[config.mk]
export PLATFORM = sky130hd
export DESIGN_NAME = crlf_line_receiver_unit
export DESIGN_NICKNAME = d
export VERILOG_FILES = /design/src/rtl/crlf_pkg.sv /design/src/rtl/crlf_ram.sv /design/src/rtl/crlf_line_ctrl.sv /design/src/rtl/crlf_line_receiver_unit.sv
export SDC_FILE = /design/constraint.sdc
export NUM_CORES = 2
export LEC_CHECK = 0
export BUFFER_PORTS_ARGS = -buffer_cell sky130_fd_sc_hd__buf_2
export CORE_UTILIZATION = 30
export DETAILED_ROUTE_END_ITERATION = 10
export PLACE_DENSITY = 0.47
export SYNTH_ARGS = -nofsm -noshare
export SYNTH_HDL_FRONTEND = slang
export SYNTH_SLANG_ARGS = --single-unit
[constraint.sdc]
create_clock -name clock -period 2.5 [get_ports clock]
set_clock_uncertainty 0.15 [all_clocks]
set_input_delay 0.125 -clock clock [delete_from_list [all_inputs] [get_ports clock]]
set_output_delay 0.125 -clock clock [all_outputs]
set_load 0.01 [all_outputs]
[src/rtl/crlf_pkg.sv]
// Shared types and constants for the CR LF line receiver.
// No dependencies; used by crlf_line_ctrl and crlf_line_receiver_unit.
package crlf_pkg;

   localparam int LINE_DEPTH_DEF = 256;

   localparam logic [7:0] BYTE_CR = 8'h0d;
   localparam logic [7:0] BYTE_LF = 8'h0a;

   localparam logic [1:0] CMD_BYTE  = 2'd0;
   localparam logic [1:0] CMD_CLEAR = 2'd1;
   localparam logic [1:0] CMD_READ  = 2'd2;
   localparam logic [1:0] CMD_NOP   = 2'd3;

   typedef struct packed {
      logic [1:0] cmd;
      logic [7:0] rx_byte;
      logic [7:0] read_index;
   } req_type;

   typedef struct packed {
      logic       line_done;
      logic       cr_pending;
      logic [7:0] line_length;
      logic [7:0] read_byte;
   } rsp_type;

   typedef struct packed {
      logic       line_done;
      logic       cr_pending;
      logic [7:0] line_length;
   } status_type;

   typedef struct packed {
      logic       wr_en;
      logic       rd_en;
      logic [7:0] wr_data;
   } mem_ctl_type;

endpackage

[src/rtl/crlf_ram.sv]
// Generic single-write, single-read RAM with registered read data.
// No dependencies.
module crlf_ram #(
   parameter int WIDTH = 8,
   parameter int DEPTH = 256
) (
   input  logic                     clock,
   input  logic                     wr_en,
   input  logic [$clog2(DEPTH)-1:0] wr_addr,
   input  logic [WIDTH-1:0]         wr_data,
   input  logic                     rd_en,
   input  logic [$clog2(DEPTH)-1:0] rd_addr,
   output logic [WIDTH-1:0]         rd_data
);

   logic [WIDTH-1:0] mem_ff [DEPTH];
   logic [WIDTH-1:0] rd_data_ff;

   always_ff @(posedge clock) begin
      if (wr_en) begin
         mem_ff[wr_addr] <= wr_data;
      end
      // hold read data between reads
      if (rd_en) begin
         rd_data_ff <= mem_ff[rd_addr];
      end
   end

   assign rd_data = rd_data_ff;

endmodule

[src/rtl/crlf_line_ctrl.sv]
// Line state (flags, byte count) and line store access control.
// Depends on crlf_pkg.
module crlf_line_ctrl #(
   parameter int LINE_DEPTH = crlf_pkg::LINE_DEPTH_DEF
) (
   input  logic                          clock,
   input  logic                          reset,
   input  logic                          accept,
   input  crlf_pkg::req_type             req,
   output crlf_pkg::mem_ctl_type         mem_ctl,
   output logic [$clog2(LINE_DEPTH)-1:0] wr_addr,
   output logic [$clog2(LINE_DEPTH)-1:0] rd_addr,
   output crlf_pkg::status_type          status_in
);

   localparam int AW = $clog2(LINE_DEPTH);
   localparam logic [AW-1:0] CNT_LAST = AW'(LINE_DEPTH - 1);

   logic          done_ff, done_in;
   logic          cr_ff, cr_in;
   logic [AW-1:0] cnt_ff, cnt_in;
   logic [AW+7:0] idx_wide;
   logic [AW+7:0] cnt_wide;
   logic          idx_in_range;

   assign idx_wide     = (AW + 8)'(req.read_index);
   assign idx_in_range = idx_wide < (AW + 8)'(LINE_DEPTH);
   assign rd_addr      = idx_wide[AW-1:0];
   assign wr_addr      = cnt_ff;

   always_comb begin
      done_in         = done_ff;
      cr_in           = cr_ff;
      cnt_in          = cnt_ff;
      mem_ctl.wr_en   = 1'b0;
      mem_ctl.rd_en   = 1'b0;
      mem_ctl.wr_data = req.rx_byte;
      if (accept) begin
         unique case (req.cmd)
            crlf_pkg::CMD_BYTE: begin
               if (!done_ff) begin
                  if (cr_ff) begin
                     if (req.rx_byte == crlf_pkg::BYTE_LF) begin
                        done_in = 1'b1;
                     end else begin
                        cr_in  = 1'b0;
                        cnt_in = '0;
                     end
                  end else if (req.rx_byte == crlf_pkg::BYTE_CR) begin
                     cr_in = 1'b1;
                  end else begin
                     mem_ctl.wr_en = 1'b1;
                     // restart the line when the store fills
                     if (cnt_ff == CNT_LAST) begin
                        cnt_in = '0;
                     end else begin
                        cnt_in = cnt_ff + AW'(1);
                     end
                  end
               end
            end
            crlf_pkg::CMD_CLEAR: begin
               done_in = 1'b0;
               cr_in   = 1'b0;
               cnt_in  = '0;
            end
            crlf_pkg::CMD_READ: begin
               mem_ctl.rd_en = idx_in_range;
            end
            crlf_pkg::CMD_NOP: begin
            end
            default: begin
            end
         endcase
      end
   end

   assign cnt_wide              = (AW + 8)'(cnt_in);
   assign status_in.line_done   = done_in;
   assign status_in.cr_pending  = cr_in;
   assign status_in.line_length = cnt_wide[7:0];

   always_ff @(posedge clock) begin
      if (reset) begin
         done_ff <= 1'b0;
         cr_ff   <= 1'b0;
         cnt_ff  <= '0;
      end else begin
         done_ff <= done_in;
         cr_ff   <= cr_in;
         cnt_ff  <= cnt_in;
      end
   end

endmodule

[src/rtl/crlf_line_receiver_unit.sv]
// Top level of the CR LF line receiver: request/response pipeline around
// the line state controller and the line store RAM. Depends on crlf_pkg,
// crlf_line_ctrl and crlf_ram.
//
//   channel | direction | handshake             | beat
//   --------+-----------+-----------------------+------------------------------
//   req     | in        | req_valid / req_ready | cmd, rx_byte, read_index
//   rsp     | out       | rsp_valid / rsp_ready | line_done, cr_pending,
//           |           |                       | line_length, read_byte
//
// One beat is accepted per cycle unless the response side stalls; each request
// beat yields one response beat (RAM read stage, then the output register).
// The single port pair of the line store sets the rate: one write or one read
// per beat. Reset clears the flags, the byte count and the pipeline valids;
// the store contents are left as they are and need no clearing pass.
// A stalled response holds the output register and, once stage 1 fills, drops req_ready; nothing is lost.
module crlf_line_receiver_unit #(
   parameter int LINE_DEPTH = crlf_pkg::LINE_DEPTH_DEF
) (
   input  logic              clock,
   input  logic              reset,
   input  logic              req_valid,
   output logic              req_ready,
   input  crlf_pkg::req_type req_data,
   output logic              rsp_valid,
   input  logic              rsp_ready,
   output crlf_pkg::rsp_type rsp_data
);

   localparam int AW = $clog2(LINE_DEPTH);

   logic                  accept;
   logic                  advance;
   logic                  move;
   crlf_pkg::mem_ctl_type mem_ctl;
   logic [AW-1:0]         wr_addr;
   logic [AW-1:0]         rd_addr;
   crlf_pkg::status_type  status_in;
   logic [7:0]            ram_q;

   // stage 1: status after the update, waiting on RAM read data
   logic                  s1_valid_ff, s1_valid_in;
   crlf_pkg::status_type  s1_status_ff;
   logic                  s1_rd_use_ff;

   // stage 2: output register
   logic                  out_valid_ff, out_valid_in;
   crlf_pkg::rsp_type     out_data_ff;

   // advance stage 1 whenever the output register is free or being drained
   assign advance   = !out_valid_ff || rsp_ready;
   assign move      = s1_valid_ff && advance;
   assign req_ready = !s1_valid_ff || advance;
   assign accept    = req_valid && req_ready;

   crlf_line_ctrl #(
      .LINE_DEPTH(LINE_DEPTH)
   ) u_ctrl (
      .clock     (clock),
      .reset     (reset),
      .accept    (accept),
      .req       (req_data),
      .mem_ctl   (mem_ctl),
      .wr_addr   (wr_addr),
      .rd_addr   (rd_addr),
      .status_in (status_in)
   );

   // Write and read never share a beat, and a read issued the cycle after a
   // write sees the new data, so no forwarding is needed.
   crlf_ram #(
      .WIDTH(8),
      .DEPTH(LINE_DEPTH)
   ) u_store (
      .clock   (clock),
      .wr_en   (mem_ctl.wr_en),
      .wr_addr (wr_addr),
      .wr_data (mem_ctl.wr_data),
      .rd_en   (mem_ctl.rd_en),
      .rd_addr (rd_addr),
      .rd_data (ram_q)
   );

   always_comb begin
      s1_valid_in = s1_valid_ff;
      if (accept) begin
         s1_valid_in = 1'b1;
      end else if (move) begin
         s1_valid_in = 1'b0;
      end
      out_valid_in = out_valid_ff;
      if (move) begin
         out_valid_in = 1'b1;
      end else if (rsp_ready) begin
         out_valid_in = 1'b0;
      end
   end

   always_ff @(posedge clock) begin
      if (reset) begin
         s1_valid_ff  <= 1'b0;
         out_valid_ff <= 1'b0;
      end else begin
         s1_valid_ff  <= s1_valid_in;
         out_valid_ff <= out_valid_in;
      end
   end

   // payload registers: load on accept / move, hold otherwise
   always_ff @(posedge clock) begin
      if (accept) begin
         s1_status_ff <= status_in;
         s1_rd_use_ff <= mem_ctl.rd_en;
      end
      if (move) begin
         out_data_ff.line_done   <= s1_status_ff.line_done;
         out_data_ff.cr_pending  <= s1_status_ff.cr_pending;
         out_data_ff.line_length <= s1_status_ff.line_length;
         out_data_ff.read_byte   <= s1_rd_use_ff ? ram_q : 8'h00;
      end
   end

   assign rsp_valid = out_valid_ff;
   assign rsp_data  = out_data_ff;

endmodule
# --- Word-level counts from Yosys, hierarchy flattened ---
# Memory sizes are Yosys's and may differ from the RTL's. A register that Yosys moved wholly into a read port is not among the register bits.
# Index checks and enable logic that the tools add are counted.
word_totals:
  ff_bits: 41
  mem_bits_rw: 2048
  inputBits: 22
  output_inout_bits: 20
  word_cells: 59
  mem_count: 1
classes:
  addsub: 1
  magnitude_cmp: 1
  eq_ne: 5
  muxes: 29
  n_reduce_logical: 9
mem_list:
  columns: ["name", "depth", "width", "rd", "rd_clocked_by_memory_dff", "write_ports", "line", "text"]
  rows:
  - ["u_store.mem_ff", 256, 8, 1, 1, 1, "crlf_ram.sv:16", "logic [WIDTH-1:0] mem_ff [DEPTH];"]
op_table:
  columns: ["op", "count"]
  rows:
  - ["$mux W8", 6]
  - ["$mux W1", 19]
  - ["$eq A8 B4 Y1 const B", 2]
  - ["$pmux W8 S2", 1]
  - ["$lt A8 B9 Y1 const B", 1]
  - ["$add A8 B1 Y8 const B", 1]
  - ["$eq A8 B8 Y1 const B", 1]
  - ["$pmux W1 S2", 2]
  - ["$reduce_bool A2 Y1", 2]
  - ["$eq A2 B1 Y1 const B", 1]
  - ["$eq A2 B2 Y1 const B", 1]
  - ["$logic_and A1 B1 Y1", 2]
  - ["$logic_not A1 Y1", 2]
  - ["$logic_not A2 Y1", 1]
  - ["$logic_or A1 B1 Y1", 2]
  - ["$mux W2", 1]

# --- Logic depth before layout (Yosys ltp) ---
depth:
  word_depth: 8
  mapped_depth: 14

# --- Cells and area by module ---
# From an unflattened synthesis, not the netlist that was laid out.
hier_totals:
  cells_unflattened: 3891
  hier_area_um2: 81544.5
modules_own_cells:
  columns: ["mod", "instances", "cells_per_inst", "area_each_um2", "seq_area_each_um2"]
  rows:
  - ["crlf_ram", 1, 3733, 79636.4, 61739.2]
  - ["crlf_line_receiver_unit", 1, 47, 1024.7, 910.9]
  - ["crlf_line_ctrl", 1, 111, 883.3, 200.2]

# --- Worst setup path after synthesis ---
# Ideal clock, no wire load.
synth_path:
  path_type: "reg2reg"
  from: "register out_valid_ff, in the netlist rsp_valid"
  to: "memory u_store.mem_ff[160][0] (enable)"
  arrival_ns: 2.105
  slack_ns: -0.125
  path_stages_with_launch: 9
  n_path_buf: 1
  synth_period_minus_slack_ns: 2.625
  cell_sequence: "dfxtp_1 nand3b_1 nand3b_1 nor2_1 nand2_1 nor3b_1 nand2_1 clkbuf_1 nor2_1"
synth_between:
  elab_chain_len: 7
synth_lines:
  columns: ["item", "line", "text"]
  rows:
  - ["start: declaration", "crlf_line_receiver_unit.sv:47", "logic out_valid_ff, out_valid_in;"]
  - ["start signal: assignment", "crlf_line_receiver_unit.sv:105", "out_valid_ff <= out_valid_in;"]
  - ["$logic_not A1 Y1", "crlf_line_receiver_unit.sv:51", "assign advance = !out_valid_ff || rsp_ready;"]
  - ["$logic_or A1 B1 Y1", "crlf_line_receiver_unit.sv:51", null]
  - ["$logic_or A1 B1 Y1", "crlf_line_receiver_unit.sv:53", "assign req_ready = !s1_valid_ff || advance;"]
  - ["net req_ready", "crlf_line_receiver_unit.sv:23", "output logic req_ready,"]
  - ["$logic_and A1 B1 Y1", "crlf_line_receiver_unit.sv:54", "assign accept = req_valid && req_ready;"]
  - ["$mux W2", "crlf_line_ctrl.sv:38", "if (accept) begin"]
  - ["$mux W1", "crlf_ram.sv:20", "if (wr_en) begin"]
  - ["$mux W1 (implied by the code)", "crlf_ram.sv:21", "mem_ff[wr_addr] <= wr_data;"]
  - ["end: declaration", "crlf_ram.sv:16", null]
# The timed path passes the listed nets, and every way through them passes these cells.

==> metrics.md <==
| Metric | Value |
|---|---|
| Outcome | `complete, but fails checks` |
| Failing checks | `negative setup slack` |
| Slew HR | `16.1%` |
| EDFF count, synth | `2,085` |
| Detailed Route Iter0 Violations | `a little over 4k` |
| Met3 Use GR | `approximately 2.3%` |
| Adder and majority gate portion of the synthesized area | `0.0614%` |
| Leakage | `32.9 nW` |
| Largest delay share family, worst path | `multiplexers` |
| Seq. cell area | `~0.063 mm2` |
| CTS tree | `built` |
| Utilization after layout | `a little under two fifths` |
| Crit path time final | `approximately 2.6 ns` |
| Inserted Clock Buffers | `approximately 220` |
| Endpoint class of the critical path | `register` |
| RSZ-0062 raised after global routing | `true` |
| # nets final | `approximately 5.0k` |
| Total grt overflow | `0` |
| Most used cell, CP | `mux4_2` |
| Core area | `roughly 0.27 mm2` |
| Fill count | `roughly 25k` |
| Reg clk slew, reported paths | `approximately 0.06 ns` |
| Post-DRT Antenna Nets | `0` |
| Die X | `roughly 520 um` |
| Met1 usage in global routing | `24.2%` |
| Synth Cell Area | `approximately 0.08 mm2` |
| Mux contribution to synthesized area | `13.9%` |
| Fin worst setup slack | `-0.128 ns` |
| Via/cell ratio | `4.94` |
| Largest family of logic cells by synthesized area | `multiplexers` |
| Hold Path Cell Cnt | `6` |
| Register bit total from synthesis | `about 2.1k` |
| Main flop type after synthesis | `edfxtp_1` |
| CTS Buffer Depth | `3` |
| Max-capacitance violation count | `0` |
| Crit path buffers/inverters | `0` |
| Crit path max fanout | `1` |
| XOR/XNOR share of the synthesized area | `0%` |
| Top Usage Layer GRT | `met2` |
| Worst Tran Pin Value | `1.26 ns` |
| Fin. max-slew vios | `0` |
| DIE AREA | `around 0.27 mm2` |
| Vias in the first global route | `about 44k` |
| WL final | `235,000 um` |
| Largest net degree at the start of global routing | `approximately 160` |
| Most common cell after layout, fill and taps aside | `edfxtp_1` |
| Worst hold path class | `in2reg` |
| Data arrival, critical path | `between 3 and 4 ns` |
| Hpwl dp | `between 150,000 and 200,000 um` |
| Site Rows | `191` |
| Initial core utilization | `a little under a third` |
| DRT Pass-1 Iters | `6` |
| Finish-stage setup viols | `4` |
| Chip Height | `523 um` |
| Initial antenna violation count | `15` |
| R2r worst-path depth | `6` |
| Routed WL per cell | `between 20 and 30 um` |
| Ports | `42` |
| Slowest-stage cell, CP | `or4_4` |
| GRT Util Overall | `between 10% and 20%` |
| Synth Area in Compound Gates | `about 3.9%` |
| Post-synthesis sequential area ratio | `between 70% and 80%` |
| Global-route wire length before repair | `between 300,000 and 400,000 um` |
| IO Port Bufs | `~40` |
| Tcrit/Tclk final | `105%` |
| Mean Syn Cell Area | `20.3 um2` |
| CP Cell Sequence | `mux4_2 > mux4_2 > nor2b_1 > or4_4 > o41ai_2 > nor3_2` |
| Ys async rst share | `0%` |
| Pre-CTS setup slack | `-1.24 ns` |
| Data required time of the worst path | `between 2 and 3 ns` |
| Ys Warns | `0` |
| DR vias | `between 40k and 50k` |
| Startpoint types | `register` |
| Met2 Use GR | `between 20 and 30%` |
| Remaining routing DRC violations | `0` |
| Worst VDD drop | `between 800 and 900 uV` |
| Area added between synthesis and finish | `23.2%` |
| FMAX | `~0.38 GHz` |
| GP Congestion | `approximately 0.82` |
| Distinct cell type count after synthesis | `64` |
| Critical path type | `reg2reg` |
| P per Cell Area | `742 mW/mm2` |
| Sink Count | `between 2k and 2.5k` |
| Gate count of the mapped netlist | `a little over 4k` |
| Root Driver | `clkbuf_16` |
| Simple-gate share of the synthesized area | `3.25%` |
| CP peak stage delay | `approximately 0.6 ns` |
| Final hold vios | `0` |
| Syn Nets | `approximately 4.1k` |
| Critical path depth in cells | `6` |
| Htree depth | `4` |
| Most frequent cells in the layout | `2,085 x edfxtp_1, 750 x buf_4, 395 x mux4_2` |
| Layout cells sized above 1 | `between 30% and 40%` |
| Multi-input logic area | `around 0.018 mm2` |
| Clock Latency Late Sink | `0.87 ns` |
Yosys cell counts, types with 4 or more instances:
cell      instances  area, um2
nand4_1          14       87.6
a21oi_1          91        455
buf_8            10        150
buf_12            4       80.1
nand3b_1          4       30.0
buf_4            21        158
mux2_2            7       78.8
o221ai_1         54        473
mux4_1            7        184
o21ai_0          59        295
o311a_1           4       40.0
or2_2             5       31.3
nor2b_1          39        244
inv_1             9       33.8
nor2_1          308       1160
nor3_1           47        235
buf_2            53        265
a211oi_1         13       97.6
and3b_1           4       35.0
a221oi_1         15        131
and3_1            5       31.3
o31ai_1           6       45.0
edfxtp_1       2085      62600
dfxtp_1          12        240
nor4_1           20        125
a22o_1           18        158
nand3_1          23        115
a22oi_1         119        893
buf_1            19       71.3
mux2i_1         221       2210
o41ai_1           5       43.8
nor3b_1           5       37.5
nand2_1          74        278
o22ai_1          41        257
ha_1              4       50.1
buf_6            27        304
clkbuf_1        103        387
o211ai_1          4       30.0
and2_1           14       87.6
nand2b_1          9       56.3
a31oi_1          18        113
mux4_2          392       8830
per-layer routing:
metal  share of wire, %  wire length [um]
met5                  0                 0
met4                1.9              4520
met3                4.8             11300
met2                 48            113000
met1                 45            106000
area by class of cell:
| cell class | instances | area share [%] |
|---|---|---|
| antenna | 3 | 0.00747 |
| clock buffer | 279 | 5.68 |
| clock inverter | 110 | 1.17 |
| inverter | 11 | 0.0411 |
| multi-input combinational | 1680 | 17.6 |
| sequential | 2097 | 62.6 |
| tap | 3570 | 4.45 |
| timing repair buffer | 939 | 8.49 |
through the flow:
stage | area [um2] | setup TNS [ns] | hold slack [ns] | power, mW | std cells
floorplan | 81600 | -71.85 | 0.0466 | 41.2 | 4025
global placement | 92900 | -153.51 | 0.237 | 43.6 | 8277
detailed placement | 92900 | -117.05 | 0.244 | 43.7 | 8277
CTS | 100000 | -0.526 | 0.0967 | 75.3 | 8686
global route | 100000 | -0.974 | 0.107 | 76.7 | 8687
finish | 100000 | -0.224 | 0.149 | 74.5 | 8689
worst paths after layout:
path                          startpoint                  to  slack (ns)
hold / removal               req_data[5]  u_store.rd_data[4]        0.15
setup reg to reg  u_store.mem_ff[227][6]  u_store.rd_data[6]       -0.13
setup / recovery  u_store.mem_ff[227][6]  u_store.rd_data[6]       -0.13
hold reg to reg          s1_status_ff[0]         rsp_data[8]        0.28
logic make-up (layout without fill, tap and decap cells):
logic type / Yosys count / after routing
adder cells (fa/ha/maj): 4 / 4
flip-flops: 2097 / 2097
AO/OA/AOI/OAI: 466 / 466
buffers and inverters: 248 / 1339
multiplexers: 627 / 627
other: 0 / 3
AND/OR/NAND/NOR: 583 / 583
flip-flops by register name, indices dropped and copies added (netlist names):
name	flops
rsp_data	18
rsp_valid	1
s1_rd_use_ff	1
s1_status_ff	10
s1_valid_ff	1
u_ctrl.cr_ff	1
u_ctrl.done_ff	1
u_ctrl.wr_addr	8
u_store.mem_ff	2048
u_store.rd_data	8
worst register-to-register path: cells and delay by family (launching register included):
kind / cells / cell delay [ns]
mux: 2 / 0.97
simple gates: 3 / 0.81
flops: 1 / 0.37
compound gates: 1 / 0.09
power breakdown:
group	leakage [nW]	total, mW	internal, mW	switching (mW)
logic	10.7	4.23	1.71	2.52
clock network	3.35	31.6	17.9	13.6
registers	18.9	38.7	38.7	0.0261
total	32.9	74.5	58.4	16.2
timing repair:
action	CTS	global route
pin swaps	4	19
endpoints found under the setup margin	233	1307
buffers inserted	0	1
hold buffers	21	0
endpoints found under the hold margin	405	0
resized for setup	40	56
(Power assumes the default switching activity.)
